### config.mk
export PLATFORM = sky130hd
export DESIGN_NAME = utf8_to_utf16_unit_decoder_top
export DESIGN_NICKNAME = d
export VERILOG_FILES = /design/src/hdl/u8u16_pkg.sv /design/src/hdl/utf8_to_utf16_unit_decoder_top.sv
export VERILOG_INCLUDE_DIRS = /design/src /design/src/hdl
export SDC_FILE = /design/constraint.sdc
export NUM_CORES = 1
export LEC_CHECK = 0
export BUFFER_PORTS_ARGS = -buffer_cell sky130_fd_sc_hd__buf_2
export CAP_MARGIN = 40
export CORE_ASPECT_RATIO = 0.7
export CORE_MARGIN = 4
export CORE_UTILIZATION = 52
export CTS_BUF_LIST = sky130_fd_sc_hd__clkbuf_4
export DETAILED_ROUTE_END_ITERATION = 7
export GPL_ROUTABILITY_DRIVEN = 0
export HOLD_SLACK_MARGIN = 0.08
export PLACE_DENSITY = 0.65
export SLEW_MARGIN = 5
export SYNTH_ARGS = -nofsm -noshare
export SYNTH_HDL_FRONTEND = slang
export SYNTH_SLANG_ARGS = --single-unit
### constraint.sdc
create_clock -name i_clk -period 4.7 [get_ports i_clk]
set_input_delay 1.41 -clock i_clk [delete_from_list [all_inputs] [get_ports i_clk]]
set_output_delay 1.41 -clock i_clk [all_outputs]
set_load 0.01 [all_outputs]
### src/hdl/utf8_to_utf16_unit_decoder_top_defines.svh
// Assertion macros for the UTF-8 to UTF-16 unit decoder.
`ifndef UTF8_TO_UTF16_UNIT_DECODER_TOP_DEFINES_SVH
`define UTF8_TO_UTF16_UNIT_DECODER_TOP_DEFINES_SVH

`ifndef SYNTHESIS

`define U8U16_ASSERT(lbl, clk, rst_n, prop) \
    lbl: assert property (@(posedge clk) disable iff (!rst_n) prop) \
        else $error("u8u16 assertion failed");

`define U8U16_ASSERT_NEVER(lbl, clk, rst_n, expr) \
    lbl: assert property (@(posedge clk) disable iff (!rst_n) !(expr)) \
        else $error("u8u16 forbidden condition seen");

`else

`define U8U16_ASSERT(lbl, clk, rst_n, prop)

`define U8U16_ASSERT_NEVER(lbl, clk, rst_n, expr)

`endif

`endif

### src/hdl/u8u16_pkg.sv
// Shared types and constants for the UTF-8 to UTF-16 unit decoder.
`timescale 1ns / 1ps

package u8u16_pkg;

    localparam int unsigned UNIT_W  = 16;
    localparam int unsigned COUNT_W = 15;

    localparam logic [COUNT_W-1:0] COUNT_MAX = 15'h7FFF;

    // Decoder phase codes.
    localparam logic [1:0] PH_IDLE    = 2'd0;
    localparam logic [1:0] PH_TWO     = 2'd1;
    localparam logic [1:0] PH_THREE_A = 2'd2;
    localparam logic [1:0] PH_THREE_B = 2'd3;

    // Depth of the result queue and its pointer / fill widths.
    localparam int unsigned QDEPTH = 4;
    localparam int unsigned QPTR_W = 2;
    localparam int unsigned QCNT_W = 3;

    typedef struct packed {
        logic [UNIT_W-1:0]  code_unit;
        logic               string_end;
        logic [COUNT_W-1:0] unit_total;
    } t_result;

endpackage

### src/hdl/utf8_to_utf16_unit_decoder_top.sv
// Top level of the UTF-8 to UTF-16 unit decoder.
`timescale 1ns / 1ps
// Throughput: one input word per cycle; a word makes zero, one or two results, and the
// four-entry result queue drains one result per cycle while i_stall is low. The byte
// side stalls while a held word finds three or more results still waiting in the queue.
// Reset (i_rst_n low, synchronous) empties the input register and queue and idles the decoder.

`include "utf8_to_utf16_unit_decoder_top_defines.svh"

module utf8_to_utf16_unit_decoder_top (
    input  logic        i_clk,
    input  logic        i_rst_n,
    // Byte channel.
    input  logic        i_valid,
    output logic        o_stall,
    input  logic [7:0]  i_text_byte,
    input  logic        i_final_byte,
    // Code unit channel.
    output logic        o_valid,
    input  logic        i_stall,
    output logic [15:0] o_code_unit,
    output logic        o_string_end,
    output logic [14:0] o_unit_total
);

    // ------------------------------------------------------------------
    // Input register. It holds one word until the decode step can place
    // its results; the queue must have room for two results to do so.
    // ------------------------------------------------------------------
    logic       r_in_valid;
    logic [7:0] r_byte;
    logic       r_fin;
    logic       advance;
    logic       in_take;

    logic [u8u16_pkg::QCNT_W-1:0] r_count;

    // Two free entries are guaranteed whether or not the queue pops.
    assign advance = r_in_valid &&
                     (r_count <= u8u16_pkg::QCNT_W'(u8u16_pkg::QDEPTH - 2));
    assign o_stall = r_in_valid && !advance;
    assign in_take = i_valid && !o_stall;

    always_ff @(posedge i_clk) begin
        if (!i_rst_n) begin
            r_in_valid <= 1'b0;
        end else if (in_take) begin
            r_in_valid <= 1'b1;
        end else if (advance) begin
            r_in_valid <= 1'b0;
        end
    end

    always_ff @(posedge i_clk) begin
        if (in_take) begin
            r_byte <= i_text_byte;
            r_fin  <= i_final_byte;
        end
    end

    // ------------------------------------------------------------------
    // Decode step. It sees the registered byte and the pending sequence
    // state and produces up to two results in the same cycle. Only a
    // three-byte lead cut off by the end of the string gives two: the
    // held lead byte raw, then the final byte raw.
    // ------------------------------------------------------------------
    logic [1:0]  r_phase,  n_phase;
    logic [7:0]  r_lead,   n_lead;
    logic [7:0]  r_middle, n_middle;
    logic [14:0] r_units,  n_units;

    logic [1:0]           emit_n;
    logic [15:0]          unit0;
    logic [15:0]          unit1;
    logic [14:0]          cnt1;
    logic [14:0]          cnt2;
    u8u16_pkg::t_result   res0;
    u8u16_pkg::t_result   res1;

    // Each emitted unit bumps the string's count, saturating at the top.
    assign cnt1 = (r_units == u8u16_pkg::COUNT_MAX) ? r_units : r_units + 15'd1;
    assign cnt2 = (cnt1 == u8u16_pkg::COUNT_MAX) ? cnt1 : cnt1 + 15'd1;

    always_comb begin
        n_phase  = r_phase;
        n_lead   = r_lead;
        n_middle = r_middle;
        emit_n   = 2'd0;
        unit0    = {8'd0, r_byte};
        unit1    = {8'd0, r_byte};
        case (r_phase)
            u8u16_pkg::PH_IDLE: begin
                if (!r_byte[7]) begin
                    emit_n = 2'd1;
                end else if (r_byte[7:5] == 3'b110 && !r_fin) begin
                    n_lead  = r_byte;
                    n_phase = u8u16_pkg::PH_TWO;
                end else if (r_byte[7:4] == 4'hE && !r_fin) begin
                    n_lead  = r_byte;
                    n_phase = u8u16_pkg::PH_THREE_A;
                end else begin
                    // Stray continuation, four-byte lead, invalid byte, or a lead that ends the string.
                    emit_n = 2'd1;
                end
            end
            u8u16_pkg::PH_TWO: begin
                emit_n  = 2'd1;
                unit0   = {5'd0, r_lead[4:0], r_byte[5:0]};
                n_phase = u8u16_pkg::PH_IDLE;
            end
            u8u16_pkg::PH_THREE_A: begin
                if (r_fin) begin
                    emit_n  = 2'd2;
                    unit0   = {8'd0, r_lead};
                    n_phase = u8u16_pkg::PH_IDLE;
                end else begin
                    n_middle = r_byte;
                    n_phase  = u8u16_pkg::PH_THREE_B;
                end
            end
            u8u16_pkg::PH_THREE_B: begin
                emit_n  = 2'd1;
                unit0   = {r_lead[3:0], r_middle[5:0], r_byte[5:0]};
                n_phase = u8u16_pkg::PH_IDLE;
            end
            default: begin
                n_phase = u8u16_pkg::PH_IDLE;
            end
        endcase

        n_units = (emit_n == 2'd2) ? cnt2 : ((emit_n == 2'd1) ? cnt1 : r_units);

        // The end of a string always returns the decoder to a clean start.
        if (r_fin) begin
            n_phase  = u8u16_pkg::PH_IDLE;
            n_lead   = 8'd0;
            n_middle = 8'd0;
            n_units  = 15'd0;
        end

        res0.code_unit  = unit0;
        res0.string_end = r_fin && (emit_n == 2'd1);
        res0.unit_total = cnt1;
        res1.code_unit  = unit1;
        res1.string_end = r_fin;
        res1.unit_total = cnt2;
    end

    always_ff @(posedge i_clk) begin
        if (!i_rst_n) begin
            r_phase <= u8u16_pkg::PH_IDLE;
            r_units <= 15'd0;
        end else if (advance) begin
            r_phase <= n_phase;
            r_units <= n_units;
        end
    end

    always_ff @(posedge i_clk) begin
        if (advance) begin
            r_lead   <= n_lead;
            r_middle <= n_middle;
        end
    end

    // ------------------------------------------------------------------
    // Result queue. It is the output register: up to two writes per
    // cycle from the decode step, one read per cycle by the sink.
    // ------------------------------------------------------------------
    u8u16_pkg::t_result r_queue [u8u16_pkg::QDEPTH];

    logic [u8u16_pkg::QPTR_W-1:0] r_wr_ptr;
    logic [u8u16_pkg::QPTR_W-1:0] r_rd_ptr;
    logic [u8u16_pkg::QPTR_W-1:0] wr_ptr1;
    logic [1:0]                   push_n;
    logic                         pop;

    assign push_n  = advance ? emit_n : 2'd0;
    assign pop     = o_valid && !i_stall;
    assign wr_ptr1 = r_wr_ptr + u8u16_pkg::QPTR_W'(1);

    always_ff @(posedge i_clk) begin
        if (push_n != 2'd0) begin
            r_queue[r_wr_ptr] <= res0;
        end
        if (push_n == 2'd2) begin
            r_queue[wr_ptr1] <= res1;
        end
    end

    always_ff @(posedge i_clk) begin
        if (!i_rst_n) begin
            r_wr_ptr <= '0;
            r_rd_ptr <= '0;
            r_count  <= '0;
        end else begin
            r_wr_ptr <= r_wr_ptr + u8u16_pkg::QPTR_W'(push_n);
            if (pop) begin
                r_rd_ptr <= r_rd_ptr + u8u16_pkg::QPTR_W'(1);
            end
            r_count <= r_count + u8u16_pkg::QCNT_W'(push_n)
                               - u8u16_pkg::QCNT_W'(pop);
        end
    end

    assign o_valid      = (r_count != '0);
    assign o_code_unit  = r_queue[r_rd_ptr].code_unit;
    assign o_string_end = r_queue[r_rd_ptr].string_end;
    assign o_unit_total = r_queue[r_rd_ptr].unit_total;

    // ------------------------------------------------------------------
    // Assertions.
    // ------------------------------------------------------------------
    // The queue never holds more results than it has entries.
    `U8U16_ASSERT_NEVER(a_queue_overflow, i_clk, i_rst_n,
        r_count > u8u16_pkg::QCNT_W'(u8u16_pkg::QDEPTH))
    // A decoded final word leaves the decoder idle with a zero count.
    `U8U16_ASSERT(a_fin_clears, i_clk, i_rst_n,
        (advance && r_fin) |=> (r_phase == u8u16_pkg::PH_IDLE && r_units == 15'd0))
    // The last unit of a string always carries a nonzero total.
    `U8U16_ASSERT(a_end_total, i_clk, i_rst_n,
        (o_valid && o_string_end) |-> (o_unit_total != 15'd0))

endmodule

==> impl_metrics.sql <==
INSERT INTO impl_metrics (metric_group, metric, value, unit) VALUES
('global_routing', 'antenna_violations_before_repair', '0', ''),
('worst_setup_path', 'worstSetupPathType', 'reg -> reg', ''),
('routing', 'routed_wire_length_per_instance', '23.6', 'um'),
('clocking', 'postCtsSetupRepairBufs', '0', ''),
('timing', 'finalHoldViolCount', '0', ''),
('cells_and_area', 'fin_nets', '854', ''),
('pwr', 'irDropWorstVdd', '303', 'uV'),
('synthesis', 'synth-warning-count', '0', ''),
('global_routing', 'global_route.peak_usage_layer', 'met2', ''),
('cells_and_area', 'antenna_cells', '0', ''),
('timing', 'final.period_utilization', '0.937', ''),
('worst_setup_path', 'worst_ep_required_time', '5.06', 'ns'),
('timing', 'fin_worst_skew', '0.0196', 'ns'),
('timing', 'finalSetupTns', '0', 'ns'),
('timing', 'drv_slew', '0', ''),
('outcome', 'run_status', 'finished, final reports clean', ''),
('timing', 'fmax', '0.227', 'GHz'),
('global_routing', 'met3_track_demand_over_resource_in_global_routing', '0.0732', ''),
('clocking', 'insertion_delay', '0.57', 'ns'),
('synthesis', 'synth-seq-area-share', '0.526', ''),
('timing', 'relSlewSlack', '0.409', ''),
('worst_setup_path', 'rrSetupSlack', '0.29', 'ns'),
('global_routing', 'global_route.overflow_total', '0', ''),
('global_routing', 'grt_usage', '0.257', ''),
('routing', 'ant_nets_after_route', '0', ''),
('clocking', 'cts-root-buf', 'sky130_fd_sc_hd__clkbuf_4', ''),
('floorplanning', 'initial_utilization', '0.528', ''),
('pwr', 'seq_power_share', '0.529', ''),
('place', 'io_buffers', '46', ''),
('flow_run', 'cap_viol_max_count', '0', ''),
('global_routing', 'wire_length_of_the_first_global_routing_pass', '38900', 'um'),
('clocking', 'clk_pin_slew', '0.14', 'ns'),
('hold_path', 'min_path_type', 'reg -> reg', ''),
('floorplanning', 'die_h', '118', 'um'),
('worst_setup_path', 'worst-endpoint-arrival', '4.76', 'ns'),
('timing', 'worst_pin_slew', '0.884', 'ns'),
('cells_and_area', 'most-common-layout-cells', 'sky130_fd_sc_hd__edfxtp_1, sky130_fd_sc_hd__o21ai_0, sky130_fd_sc_hd__dfxtp_1, sky130_fd_sc_hd__nand3_1, sky130_fd_sc_hd__a21oi_1', ''),
('clocking', 'tritoncts_num_sinks', '178', ''),
('floorplanning', 'die_area', '19600', 'um2'),
('synthesis', 'syn-instance-count', '809', ''),
('cells_and_area', 'final_common_cell', 'sky130_fd_sc_hd__edfxtp_1', ''),
('clocking', 'cts_resized', '0', ''),
('global_routing', 'grt_util_met1', '0.364', ''),
('pwr', 'power-per-cell-area', '352', 'nW/um2'),
('synthesis', 'synth_edf_count', '119', ''),
('synthesis', 'netlist-cell-type-count', '71', ''),
('pwr', 'pwr-share-clk', '0.265', ''),
('synthesis', 'synthArstFlopShare', '0', ''),
('floorplanning', 'num_io_pins', '47', ''),
('global_routing', 'maximum_number_of_pins_on_one_net_before_global_route_repair', '37', ''),
('clocking', 'cts_hold_repair.buffers', '0', ''),
('cells_and_area', 'final_util', '0.574', ''),
('timing', 'grt_setup_unrepaired', 'no', ''),
('clocking', 'clock_path_buffers', '2', ''),
('routing', 'detail_route.drc_violations', '0', ''),
('pwr', 'comb_power_share', '0.207', ''),
('cells_and_area', 'share_of_layout_cells_above_drive_strength_1', '0.185', ''),
('routing', 'dr_iter_0_viols', '774', ''),
('cells_and_area', 'layout-area-overhead-vs-synth', '8.73', '%'),
('pwr', 'netSwitchingFraction', '0.291', ''),
('routing', 'vias', '7080', ''),
('pwr', 'internal_power', '2.46', 'mW'),
('floorplanning', 'floorplan_die_width', '166', 'um'),
('worst_setup_path', 'worstPathMaxFanout', '36', ''),
('synthesis', 'synth-main-ff-cell', 'sky130_fd_sc_hd__edfxtp_1', ''),
('floorplanning', 'floorplan.rows', '40', ''),
('routing', 'vias_per_cell', '6.57', ''),
('worst_setup_path', 'timing.critical_path.to_type', 'flop', ''),
('clocking', 'clock_tree_from_tritoncts', 'built', ''),
('pwr', 'p_leak', '3.20', 'nW'),
('routing', 'wl', '25400', 'um');
-- per-layer routing --
metal  part of all wire  vias up
met3               0.11       43
met4              0.022        0
met5                  0        -
met1               0.43     3425
li1                   -     3187
met2               0.44      425
-- worst paths after layout --
kind / from / end / depth (start not counted)
setup / recovery: r_units[1] / r_queue[1][13] / 12
hold / removal: r_queue[0][28] / r_queue[0][28] / 2
setup reg to reg: r_units[1] / r_queue[1][13] / 12
hold reg to reg: r_queue[0][28] / r_queue[0][28] / 2
-- per-stage QoR --
step / power, mW / std cells / instance area, um2 / worst slack (ns) / hold WS [ns]
floorplan: 2.33 / 809 / 9040 / 0.965 / 0.438
global placement: 2.56 / 1043 / 9510 / 0.566 / 0.449
detailed placement: 2.59 / 1045 / 9530 / 0.354 / 0.461
CTS: 3.49 / 1077 / 9830 / 0.233 / 0.489
global route: 3.62 / 1078 / 9830 / 0.0724 / 0.509
finish: 3.46 / 1078 / 9830 / 0.295 / 0.485
-- state kept, by name (all words and copies together) (netlist names), named ones only --
signal      cells
r_phase         2
r_fin           1
r_rd_ptr        2
r_queue       128
r_middle        6
r_in_valid      1
r_count         3
r_lead          8
r_units        15
r_wr_ptr        2
r_byte          8
-- cell families after synthesis --
| kind of cell | share of synthesized area |
|---|---|
| DFF | 0.526 |
| buffers and inverters | 0.0365 |
| muxes | 0.0927 |
| AOI/OAI and AO/OA | 0.175 |
| xor gates and xnor gates | 0.0136 |
| and+or+nand+nor | 0.146 |
| adders and majority gates | 0.0105 |
-- worst max-delay path: stages (launching register included) --
cell and delay (ns):
sky130_fd_sc_hd__dfxtp_1 0.52, sky130_fd_sc_hd__ha_1 0.38, sky130_fd_sc_hd__nand3_1 0.25, sky130_fd_sc_hd__or4_1 0.57, sky130_fd_sc_hd__mux2i_1 0.25, sky130_fd_sc_hd__inv_1 0.17, sky130_fd_sc_hd__ha_1 0.21, sky130_fd_sc_hd__o31ai_1 0.11
sky130_fd_sc_hd__or3_1 0.58, sky130_fd_sc_hd__nor4_4 0.37, sky130_fd_sc_hd__buf_12 0.24, sky130_fd_sc_hd__o21ai_0 0.12, sky130_fd_sc_hd__a221oi_1 0.41
-- power by group through the flow --
stage	clock network [mW]	logic [mW]	registers (mW)
floorplan	0	0.507	1.82
global placement	0	0.705	1.86
detailed placement	0	0.722	1.87
CTS	0.930	0.726	1.83
global route	1.01	0.773	1.84
finish	0.916	0.715	1.83
-- layout make-up --
type | instances | area [um2] | area share
clock inverter | 14 | 161 | 0.0164
timing repair buffer | 76 | 473 | 0.0481
tap | 231 | 289 | 0.0294
inverter | 14 | 52.6 | 0.00534
clock buffer | 18 | 135 | 0.0137
multi-input combinational | 547 | 3960 | 0.403
sequential | 178 | 4760 | 0.484
-- synthesized netlist by cell type (3+ instances only) --
cell	instances	area, um2
sky130_fd_sc_hd__a21o_1	3	22.5
sky130_fd_sc_hd__a31o_2	3	26.3
sky130_fd_sc_hd__buf_2	10	50.1
sky130_fd_sc_hd__edfxtp_1	119	3570
sky130_fd_sc_hd__buf_1	7	26.3
sky130_fd_sc_hd__clkbuf_1	51	191
sky130_fd_sc_hd__and4_1	5	43.8
sky130_fd_sc_hd__xnor2_1	9	78.8
sky130_fd_sc_hd__nor3_1	19	95.1
sky130_fd_sc_hd__a21boi_0	3	22.5
sky130_fd_sc_hd__nand2_1	36	135
sky130_fd_sc_hd__o22ai_1	22	138
sky130_fd_sc_hd__nand3_1	52	260
sky130_fd_sc_hd__a31oi_1	11	68.8
sky130_fd_sc_hd__nand4_1	3	18.8
sky130_fd_sc_hd__nand2b_1	5	31.3
sky130_fd_sc_hd__o21ai_0	57	285
sky130_fd_sc_hd__or3_1	17	106
sky130_fd_sc_hd__o211ai_1	5	37.5
sky130_fd_sc_hd__o2bb2ai_1	3	26.3
sky130_fd_sc_hd__a22oi_1	14	105
sky130_fd_sc_hd__a21oi_1	49	245
sky130_fd_sc_hd__ha_1	6	75.1
sky130_fd_sc_hd__mux2i_1	5	50.1
sky130_fd_sc_hd__a22o_1	32	280
sky130_fd_sc_hd__dfxtp_1	59	1180
sky130_fd_sc_hd__xor2_1	5	43.8
sky130_fd_sc_hd__nor4_1	4	25.0
sky130_fd_sc_hd__or4_1	3	22.5
sky130_fd_sc_hd__mux2_2	4	45.0
sky130_fd_sc_hd__mux4_2	33	743
sky130_fd_sc_hd__o21a_1	4	30.0
sky130_fd_sc_hd__and3_1	3	18.8
sky130_fd_sc_hd__and2_1	11	68.8
sky130_fd_sc_hd__nor2b_1	26	163
sky130_fd_sc_hd__inv_1	14	52.6
sky130_fd_sc_hd__o31ai_1	9	67.6
sky130_fd_sc_hd__nor2_1	39	146
sky130_fd_sc_hd__o21ai_1	8	40.0
Note: power is estimated with default switching activity, not from simulation.
